`config.mk`:
```
export PLATFORM = sky130hd
export DESIGN_NAME = lss_ram
export DESIGN_NICKNAME = d
export VERILOG_FILES = /design/src/hdl/lss_ram.sv
export SDC_FILE = /design/constraint.sdc
export NUM_CORES = 2
export LEC_CHECK = 0
export BUFFER_PORTS_ARGS = -buffer_cell sky130_fd_sc_hd__buf_2
export CAP_MARGIN = 20
export CORE_ASPECT_RATIO = 1.75
export CORE_UTILIZATION = 60
export DETAILED_ROUTE_END_ITERATION = 8
export PLACE_DENSITY_LB_ADDON = 0.1
export SLEW_MARGIN = 20
export SYNTH_ARGS = -nofsm -noshare
export SYNTH_HDL_FRONTEND = slang
export SYNTH_SLANG_ARGS = --single-unit
export TNS_END_PERCENT = 50
```
`constraint.sdc`:
```
create_clock -name clk -period 8.3 [get_ports clk]
set_input_delay 0 -clock clk [delete_from_list [all_inputs] [get_ports clk]]
set_output_delay 0 -clock clk [all_outputs]
set_load 0.05 [all_outputs]
```
`src/hdl/lss_ram.sv`:
```
`default_nettype none
module lss_ram #(
    parameter int WIDTH = 32,
    parameter int DEPTH = 72
) (
    input  wire logic                     clk,
    input  wire logic                     we,
    input  wire logic [$clog2(DEPTH)-1:0] waddr,
    input  wire logic [WIDTH-1:0]         wdata,
    input  wire logic [$clog2(DEPTH)-1:0] raddr,
    output logic      [WIDTH-1:0]         rdata
);

    logic [WIDTH-1:0] mem [DEPTH];

    always_ff @(posedge clk)
    begin
        if (we)
        begin
            mem[waddr] <= wdata;
        end
        rdata <= mem[raddr];
    end

endmodule
`default_nettype wire

```
After elaboration in Yosys (flattened, before gate mapping) --
Memory sizes are Yosys's and may differ from the RTL's. A register that Yosys moved wholly into a read port is not among the register bits. Cells that the tools add are included.
Operators by class: $mul 0, $lt $le $gt $ge 0, shifts and indexed selects 0, divide/modulo/power cells 0, muxes and demuxes 2, bitwise logic cells 0, reduce and logical (&&, ||, !) cells 0, add/sub/neg operators 0, equality and inequality tests 0
Operators by type and width (count):
- $mux W1 | 2
Word-level totals: bits in read-only memories 0, RAM bits 2304, memories kept 1, register bits 0, input port bits 48, bits in latches 0
Memory list:
- mem | words 72, width 32, rd ports 1, clocked after Yosys merged registers in 1, wr ports 1, RTL line 14 | logic [WIDTH-1:0] mem [DEPTH];

Logic depth before layout (Yosys ltp) --
depth after elaboration 2, depth in mapped cells 10

Worst setup path after synthesis --
OpenSTA, ideal clock, no wires.
path type input-to-reg, start input port waddr[5], end memory mem[24][0] (enable), setup time 461 ps, stages on the path 4, slack 5131 ps, data required time 7839 ps, arrival 2708 ps, cells stage by stage nor2_1 and3_1 nand3b_1 nor3_1
RTL lines:
- from (decl) | RTL line 8 | input wire logic [$clog2(DEPTH)-1:0] waddr,
- to (decl) | RTL line 14
No word-level cell before the write port.

==> impl_metrics.tcl <==
set metrics [dict create \
    place.gp.congestion 0.824 \
    ys_seq_area_frac 0.787 \
    drt_wl_total_um 237000 \
    die_w_um 293 \
    finClkSkew_ns 0.0269 \
    via_per_inst 6.91 \
    core_um2 147000 \
    synth_fp_nets 3865 \
    grt_first_pass_wirelength_um 331000 \
    numPortBuffers 79 \
    cts_resized 0 \
    period_share 0.446 \
    worstHoldStart "waddr[0]" \
    htreeDepth 4 \
    synth-seq-cells 2336 \
    drv_cap 0 \
    cp.arrival_ns 4.33 \
    syn2layout_area_growth_pct 11.7 \
    track_usage 0.324 \
    vdd_drop_max_mv 0.217 \
    synth.avg_cell_area_um2 23.2 \
    setup_tns_ns 0 \
    drc 0 \
    drtAntennaViolNets 0 \
    p_leak_uw 0.0308 \
    syn_area_um2 88700 \
    hold_viol_final 0 \
    synth.top_cell.area_share 0.780 \
    synth_edf_count 2304 \
    fin_area_um2 99100 \
    clk_latency_ns 0.82 \
    dp_hpwl_um 128000 \
    cts-buffers-inserted 195 \
    yosysUniqueCellTypes 42 \
    rows 186 \
    clk_path_buf_depth 3 \
    cts.sinks 2336 \
    wire_per_inst_um 38.2 \
    cp_max_fo 31 \
    required_ns 8.93 \
    rsz0062_at_grt "no" \
    grt_start_max_net_pins 135 \
    wl_met1_um 83100 \
    first_pass_iters 5 \
    fmax_mhz 270 \
    die_area_um2 149000 \
    wl_met3_um 20700 \
    synth_flop_cell "edfxtp_1" \
    setup.worst_path.start_class "primary input" \
    final_common_cell "edfxtp_1" \
    crit_path_end_kind "register" \
    highest_layer "met5" \
    ios 80 \
    worst-slew-pin-transition_ns 1.39 \
    finalSetupViolCount 0 \
    die_y_um 511 \
    period_minus_slack_ns 3.70 \
    clk_pin_slew_ns 0.07 \
    synthCells 3817 \
    cp-startpoint "raddr[4]" \
    ys_top_cells_by_area "edfxtp_1, mux4_2, mux2_2, mux2i_1, a22oi_1" \
    place_area_um2 92200 \
    critical_path_class "in2reg" \
    yosys_warnings 0 \
    layout_common_cells "edfxtp_1, mux4_2, clkbuf_16" \
    synth_async_sr_flop_share 0 \
    antenna_found_initial 19 \
    worstHoldPathType "in2reg" \
    slew_headroom 0.0713 \
    status "complete, no violations" \
    cts_root_buffer "clkbuf_16" \
    reg2reg_from "mem[16][31]$_DFFE_PP_" \
    nets 4109 \
    num_vias 42900 \
    synth_top_cell_by_area "edfxtp_1" \
    drv_slew 0 \
    cts_tree "done" \
    dr_wl_met2_um 121000 \
    grt_pass1_vias 44100 \
    gr-total-overflow 0 \
    drive_above_1_share 0.297 \
    powerDensity_nw_per_um2 238 \
    drt_iter0_drc 5562 \
    start_util 0.604 \
]
==> critical path, cell delays in order <==
cell	delay (ns)
dlygate4sd3_1	0.53
buf_4	0.64
buf_4	0.62
buf_4	0.56
nand2_1	0.54
o31ai_1	0.51
nor4_1	0.20
a211oi_1	0.68
==> state kept, by name, summed over array words and instances (netlist names) <==
signal / count
mem: 2304
rdata: 32
==> metal layers <==
layer  GRT usage  up-vias
met3      0.0566      562
met1       0.417    23100
met2       0.544     2431
li1            -    16800
met4       0.148       10
met5           0        -
==> through the flow <==
stage	utilization	cells	hold WS, ns	total power, uW	setup slack, ns
2_1_floorplan	-	3817	0.0989	14000	5.13
3_3_place_gp	0.628	5799	0.469	14400	4.31
3_5_place_dp	0.628	5801	0.469	14500	4.23
4_1_cts	0.674	6195	0.0105	23600	4.67
5_1_grt	0.675	6200	0.0924	24100	4.58
6_report	0.675	6208	0.0933	23600	4.60
==> final cells by class <==
type	instances	area, um2
fillers	9088	47800
flip-flops and latches	2336	69800
inverters	1	3.75
repair buffers	252	1920
diodes	10	25.0
multi-input cells	1275	18400
clock buffers	232	5100
well taps	1974	2470
clock inverters	128	1340
==> power breakdown <==
group          internal [uW]  switching [uW]
Combinational            416             773
Sequential             13000            39.3
Clock                   5150            4160
Total                  18600            4970
==> logic make-up after synthesis <==
group	Yosys count	share of synthesized area
AOI/OAI and AO/OA	257	0.0204
DFF	2336	0.787
and+or+nand+nor	235	0.0122
muxes	783	0.168
buffers and inverters	206	0.0123
==> synthesized netlist by cell type (14+ instances only) <==
| cell | count |
|---|---|
| a211oi_1 | 35 |
| a21oi_1 | 19 |
| a22oi_1 | 92 |
| buf_2 | 63 |
| buf_4 | 43 |
| clkbuf_1 | 77 |
| dfxtp_1 | 32 |
| edfxtp_1 | 2304 |
| mux2_2 | 109 |
| mux2i_1 | 119 |
| mux4_2 | 555 |
| nand2_1 | 46 |
| nand3_1 | 32 |
| nor2_1 | 84 |
| nor2b_1 | 23 |
| nor3_1 | 18 |
| o21ai_0 | 14 |
| o22ai_1 | 57 |
==> worst paths after layout <==
check	slack, ns	depth (start not counted)	endpoint
setup / recovery	4.60	8	rdata[23]$_DFF_P_
hold reg to reg	0.81	4	rdata[30]$_DFF_P_
hold / removal	0.09	3	mem[24][18]$_DFFE_PP_
setup reg to reg	5.44	6	rdata[31]$_DFF_P_
==> timing repair <==
action                    4_1_cts  5_1_grt
setup buffers                   0        0
hold endpoints to repair     1923      216
hold buffers                   34        3
(Power assumes the default switching activity.)
