[src/hdl/lss_pkg.sv]
`default_nettype none
package lss_pkg;

    localparam int MAX_SIZE    = 8;
    localparam int VALUE_BITS  = 32;
    localparam int ROW_W       = $clog2(MAX_SIZE);
    localparam int CNT_W       = $clog2(MAX_SIZE + 1);
    localparam int STORE_DEPTH = MAX_SIZE * (MAX_SIZE + 1);
    localparam int ADDR_W      = $clog2(STORE_DEPTH);
    localparam int Q_FRAC      = 16;
    localparam int SUM_W       = 50;
    localparam int NUM_W       = 48;

    localparam logic [1:0] ST_OK        = 2'd0;
    localparam logic [1:0] ST_SINGULAR  = 2'd1;
    localparam logic [1:0] ST_SATURATED = 2'd2;

    localparam logic signed [63:0] VMAX = 64'sd2147483647;
    localparam logic signed [63:0] VMIN = -64'sd2147483648;

    function automatic logic [31:0] sat32(input logic signed [63:0] v);
        if (v > VMAX)
            return VMAX[31:0];
        else if (v < VMIN)
            return VMIN[31:0];
        return v[31:0];
    endfunction

    function automatic logic ovf32(input logic signed [63:0] v);
        return (v > VMAX) || (v < VMIN);
    endfunction

    // product scaled down by 2^16, truncating toward zero
    function automatic logic signed [63:0] qtrunc(input logic signed [63:0] p);
        logic signed [63:0] t;
        t = p[63] ? (p + 64'sd65535) : p;
        return t >>> Q_FRAC;
    endfunction

    function automatic logic [ADDR_W-1:0] cell_addr(input logic [ROW_W-1:0] row,
                                                   input logic [CNT_W-1:0] col,
                                                   input logic [CNT_W-1:0] w);
        return ADDR_W'(row) * ADDR_W'(w) + ADDR_W'(col);
    endfunction

endpackage
`default_nettype wire

[src/hdl/lss_div.sv]
`default_nettype none
module lss_div
    import lss_pkg::*;
(
    input  wire logic               clk,
    input  wire logic               rst_n,
    input  wire logic               start,
    input  wire logic signed [63:0] dividend,
    input  wire logic signed [31:0] divisor,
    output logic                    busy,
    output logic                    done,
    output logic signed [63:0]      quotient
);

    logic [63:0] acc_reg,  acc_next;
    logic [32:0] rem_reg,  rem_next;
    logic [31:0] dvs_reg,  dvs_next;
    logic        neg_reg,  neg_next;
    logic [6:0]  cnt_reg,  cnt_next;
    logic        busy_reg, busy_next;
    logic        done_reg, done_next;
    logic [32:0] rem_sh;

    always_comb
    begin
        acc_next  = acc_reg;
        rem_next  = rem_reg;
        dvs_next  = dvs_reg;
        neg_next  = neg_reg;
        cnt_next  = cnt_reg;
        busy_next = busy_reg;
        done_next = 1'b0;
        rem_sh    = {rem_reg[31:0], acc_reg[63]};
        if (start)
        begin
            acc_next  = dividend[63] ? 64'(-dividend) : 64'(dividend);
            dvs_next  = divisor[31] ? (~divisor + 32'd1) : divisor;
            neg_next  = dividend[63] ^ divisor[31];
            rem_next  = '0;
            cnt_next  = 7'd64;
            busy_next = 1'b1;
        end
        else if (busy_reg)
        begin
            // one quotient bit per cycle
            if (rem_sh >= {1'b0, dvs_reg})
            begin
                rem_next = rem_sh - {1'b0, dvs_reg};
                acc_next = {acc_reg[62:0], 1'b1};
            end
            else
            begin
                rem_next = rem_sh;
                acc_next = {acc_reg[62:0], 1'b0};
            end
            cnt_next = cnt_reg - 7'd1;
            if (cnt_reg == 7'd1)
            begin
                busy_next = 1'b0;
                done_next = 1'b1;
            end
        end
    end

    always_ff @(posedge clk or negedge rst_n)
    begin
        if (!rst_n)
        begin
            busy_reg <= 1'b0;
            done_reg <= 1'b0;
            cnt_reg  <= '0;
        end
        else
        begin
            busy_reg <= busy_next;
            done_reg <= done_next;
            cnt_reg  <= cnt_next;
        end
    end

    always_ff @(posedge clk)
    begin
        acc_reg <= acc_next;
        rem_reg <= rem_next;
        dvs_reg <= dvs_next;
        neg_reg <= neg_next;
    end

    assign busy     = busy_reg;
    assign done     = done_reg;
    assign quotient = neg_reg ? -$signed(acc_reg) : $signed(acc_reg);

endmodule
`default_nettype wire
[config.mk]
export PLATFORM = sky130hd
export DESIGN_NAME = lss_div
export DESIGN_NICKNAME = d
export VERILOG_FILES = /design/src/hdl/lss_pkg.sv /design/src/hdl/lss_div.sv
export SDC_FILE = /design/constraint.sdc
export NUM_CORES = 1
export LEC_CHECK = 0
export BUFFER_PORTS_ARGS = -buffer_cell sky130_fd_sc_hd__buf_4
export CELL_PAD_IN_SITES_DETAIL_PLACEMENT = 1
export CELL_PAD_IN_SITES_GLOBAL_PLACEMENT = 1
export CORE_ASPECT_RATIO = 1.5
export CORE_MARGIN = 3
export CORE_UTILIZATION = 40
export CTS_CLUSTER_SIZE = 24
export DETAILED_ROUTE_END_ITERATION = 10
export PLACE_DENSITY = 0.78
export RECOVER_POWER = 50
export SLEW_MARGIN = 20
export SYNTH_ARGS = -nofsm -noshare
export SYNTH_HDL_FRONTEND = slang
export SYNTH_SLANG_ARGS = --single-unit
[constraint.sdc]
create_clock -name clk -period 3.3 [get_ports clk]
set_input_delay 0.33 -clock clk [delete_from_list [all_inputs] [get_ports clk]]
set_output_delay 0.33 -clock clk [all_outputs]
set_load 0.05 [all_outputs]
-- Yosys cells after proc, flatten, opt, wreduce, memory -nomap -nowiden
Index checks and enable logic that the tools add are counted.
- bitwise logic cells: 2
- div/mod/pow operators: 0
- mux-type cells: 15
- shift operators: 0
- multiply operators: 0
- add/sub/neg operators: 5
- reductions and logical operators: 1
- $lt $le $gt $ge: 1
- eq/ne operators: 1
- operator list (operator ; number):
    two-way mux 64 bit ; 4
    negation 64 bit ; 2
    greater-or-equal comparator 33 x 32 -> 1 bit ; 1
    adder 32 x 1 -> 32 bit (second input constant) ; 1
    two-way mux 32 bit ; 1
    NOT 32 bit ; 1
    subtractor 32 bit ; 1
    two-way mux 31 bit ; 1
    two-way mux 7 bit ; 2
    equality test 7 x 1 -> 1 bit (second input constant) ; 1
    two-way mux 1 bit ; 7
    subtractor 7 x 1 -> 7 bit (second input constant) ; 1
    nonzero test 2 bit ; 1
    bitwise XOR 1 bit ; 1
- bits in read-only memories: 0
- flip-flop bits (word level): 138
- bits in latches: 0
- bits in writable memories: 0
- input bits: 99
- memories: 0

-- Logic depth before layout (Yosys ltp)
- word-level depth: 4
- mapped depth: 12

-- Least setup slack after synthesis
Ideal clock, no wire load.
- path type: register -> output
- start: register acc_reg[6]
- end: output port quotient[42]
- setup slack: -0.295 ns
- required time: 2.970 ns
- cell stages (with the launch flop): 9
- path buffers: 0
- arrival: 3.265 ns
- cells stage by stage: edfxtp_1 -> or4_4 -> or4_4 -> nor3_4 -> nand4b_4 -> or3_4 -> or4_4 -> o31ai_4 -> xnor2_1
- word-level cells in the longest chain between the ends: 2
- RTL lines (item ; RTL line ; source):
    start, declared ; lss_div.sv:15 ; logic [63:0] acc_reg, acc_next;
    start signal, assigned ; lss_div.sv:83 ; acc_reg <= acc_next;
    negation 64 bit ; lss_div.sv:91 ; assign quotient = neg_reg ? -$signed(acc_reg) : $signed(acc_reg);
    two-way mux 64 bit ; lss_div.sv:91 ;
    end, declared ; lss_div.sv:12 ; output logic signed [63:0] quotient
No other way between the ends.

-- Worst setup path in the final report
- start: register acc_reg[5]
- end: output port quotient[42]
The elaborated chain is that of the path after synthesis.

==> results.tsv <==
stage	metric	value	unit
finish	largest_reg_flops	64	
grt	grt_pass1_vias	10704	
routing	drc	0	
synthesis	ys_seq_elements	138	
critical_path	end_kind	output port	
routing	via_per_inst	5.71	
critical_path	crit_type	flop to output port	
routing	dr_total_vias	10121	
routing	routed_wl	33.3	mm
placement	dp_cells	1733	
finish	layout-drive-gt1-share	23.0	%
min_path	hp-class	input pin to flop	
clock_network	h-tree-depth	4	
synthesis	yosysSeqAreaShare	35.7	%
routing	antenna_left	0	
synthesis	syn-num-nets	1348	
power	leakage	5.36	nW
routing	drt_first_pass_iters	4	
die	dieArea	28500	um^2
sta	hold_viol	0	
die	initial_utilization	40.7	%
power	ir_worst_vdd	421	uV
clock_network	numCtsBuffers	17	
sta	fmax	254	MHz
placement	dp_hpwl	25.3	mm
sta	fin_skew	0.0117	ns
grt	track_usage	22.9	%
die	fp.dieW	139	um
sta	slew_headroom	-47.0	%
sta	fin_ws	-0.632	ns
finish	fillers	3094	
critical_path	crit_path_max_fanout	3	
finish	multi_input_area	6520	um^2
sta	tightest_slew	2.20	ns
placement	portBuffers	164	
die	fp-row-count	72	
finish	syn_to_final_growth	27.2	%
clock_network	cts-root-buf	clkbuf_16	
grt	grt_pass1_wl	53.3	mm
clock_network	clock_sinks	138	
sta	slew_viol_final	87	
run	maxCapViolations	2	
die	ios	165	
power	powerDensity	670	nW/um^2
finish	seq_area	3780	um^2
synthesis	ys_types	66	
critical_path	cp-start-kind	flop	
synthesis	ys.flop_type	edfxtp_1	
die	dieHeight	205	um
grt	grt_max_degree	73	
synthesis	synth-edff-count	97	
synthesis	synthArstFlopShare	6.52	%
run_status	violations	max-capacitance violations, max-slew violations, negative setup slack	
grt	overflow	0	
synthesis	yosysWarnings	0	
critical_path	cp_data_arrival_time	3.60	ns
finish	diodes	0	
clock_network	clk_path_buf_depth	2	
routing	initialDrtViolationCount	434	
sta	rsz0062_at_grt	true	
finish	nNetsFinal	1565	
clock_network	cts_tree	built	
grt	antenna_found_initial	0	
clock_network	clk_latency	0.43	ns
synthesis	synthCells	1211	
finish	post-route-cell-area	13400	um^2
run_status	status	finished, violations left	
routing	wl_per_cell	18.8	um
clock_network	clk_pin_slew	0.06	ns
die	core	25900	um^2
placement	place_area	12700	um^2
sta	period_share	119	%
finish	layoutNonFillerInstCount	1774	
sta	setup_viol	50	
critical_path	required	2.97	ns
sta	layout_min_cycle_time	3.93	ns
synthesis	avgSynthCellArea	8.73	um^2
placement	place.gp.congestion	0.879	
synthesis	synth_area	10600	um^2
[layer usage]
layer  GRT usage, %  part of all wire [%]  vias to the layer above
li1               -                     -                     4864
met3           3.69                   3.3                       54
met5              0                     0                        -
met1           24.0                    39                     4983
met2           45.5                    55                      220
met4           8.18                   2.5                        0
[final timing paths]
| path | from | end | slack (ns) | cells after the start |
|---|---|---|---|---|
| setup / recovery | acc_reg[5] | quotient[42] | -0.63 | 9 |
| hold / removal | divisor[24] | dvs_reg[24] | 0.19 | 2 |
| setup reg to reg | dvs_reg[29] | rem_reg[19] | 0.18 | 10 |
| hold reg to reg | rem_reg[25] | rem_reg[26] | 0.50 | 2 |
| max in group asynchronous | rst_n | busy | 2.53 | 2 |
| min in group asynchronous | rst_n | done | 0.39 | 2 |
[cells in the mapped netlist, types with 8 or more instances]
cell type	n	share of area, %
o21bai_1	10	0.71
nor3_1	14	0.66
and3_1	8	0.47
ha_1	37	4.4
a21o_1	15	1.1
xnor2_1	107	8.9
or3_1	33	2.0
edfxtp_1	97	28
o21ai_0	74	3.5
clkbuf_1	58	2.1
a311oi_1	23	1.9
nand3b_1	9	0.64
nand2b_1	15	0.89
inv_1	50	1.8
nand4_1	12	0.71
dfrtp_1	9	2.1
dfxtp_1	32	6.1
nor4_1	12	0.71
nor2_1	115	4.1
a21oi_1	93	4.4
xor2_1	68	5.6
nand2_1	103	3.7
or4_1	17	1.2
o41ai_1	28	2.3
o31ai_1	48	3.4
nand3_1	23	1.1
[metrics by stage]
stage / TNS, ns / hold slack, ns / worst slack, ns / power (mW) / utilization, %
6_report: -18.90 / 0.190 / -0.632 / 9.01 / 51.8
5_1_grt: -33.81 / 0.171 / -0.746 / 9.57 / 51.8
4_1_cts: -18.20 / 0.0977 / -0.650 / 9.04 / 51.7
3_5_place_dp: -3.41 / 0.160 / -0.239 / 7.00 / 48.8
3_3_place_gp: -1.38 / 0.159 / -0.154 / 6.88 / 48.8
2_1_floorplan: -0.254 / 0.0344 / -0.124 / 5.57 / -
[power by group]
part           total, mW  leakage, nW  internal (mW)  switching, mW
Sequential          2.61         1.34           2.27          0.340
Combinational       4.44         3.74           1.72           2.73
Clock               1.95        0.282           1.18          0.767
[layout by cell type, fill, tap and decap left out, types with 20 or more instances in the layout]
cell type / n
ha_1: 37
o21ai_0: 74
edfxtp_1: 97
buf_4: 244
nand3_1: 20
nor2_1: 112
xnor2_1: 103
xor2_1: 68
a21oi_1: 93
dfxtp_1: 32
nand2_1: 101
inv_1: 50
o31ai_1: 46
a311oi_1: 23
o41ai_1: 26
or3_1: 31
[critical path, cell delays in order (launching register included)]
cell	delay [ns]
edfxtp_1	0.43
or4_4	0.54
or4_4	0.45
nor3_4	0.18
nand4b_4	0.17
or3_4	0.40
or4_4	0.47
o31ai_4	0.22
xnor2_2	0.14
buf_6	0.18
[area by class of cell]
type,instances,area share [%]
repair buffers,262,14.6
well taps,333,3.10
inverters,50,1.40
multi-input cells,959,48.5
clock inverters,13,1.11
clock buffers,19,3.22
flip-flops and latches,138,28.1
[what timing repair did]
action	in CTS	in global routing
resized for setup	22	10
cloned	0	0
pin swaps	1	3
hold buffers	1	0
setup endpoints to repair	48	52
endpoints found under the hold margin	9	0
buffers inserted	5	3
[kinds of logic (layout without fill, tap and decap cells)]
family                   count (synthesis)  count (layout)  share of synthesized area [%]
XOR/XNOR                               175             175                           14.5
flip-flops                             138             138                           35.7
multiplexers                             8               8                          0.805
buffers and inverters                  114             344                           4.08
AO/OA/AOI/OAI                          337             337                           20.9
adder cells (fa/ha/maj)                 38              38                           4.57
AND/OR/NAND/NOR                        401             401                           19.4
No activity file was read; power rests on OpenSTA's default activity.
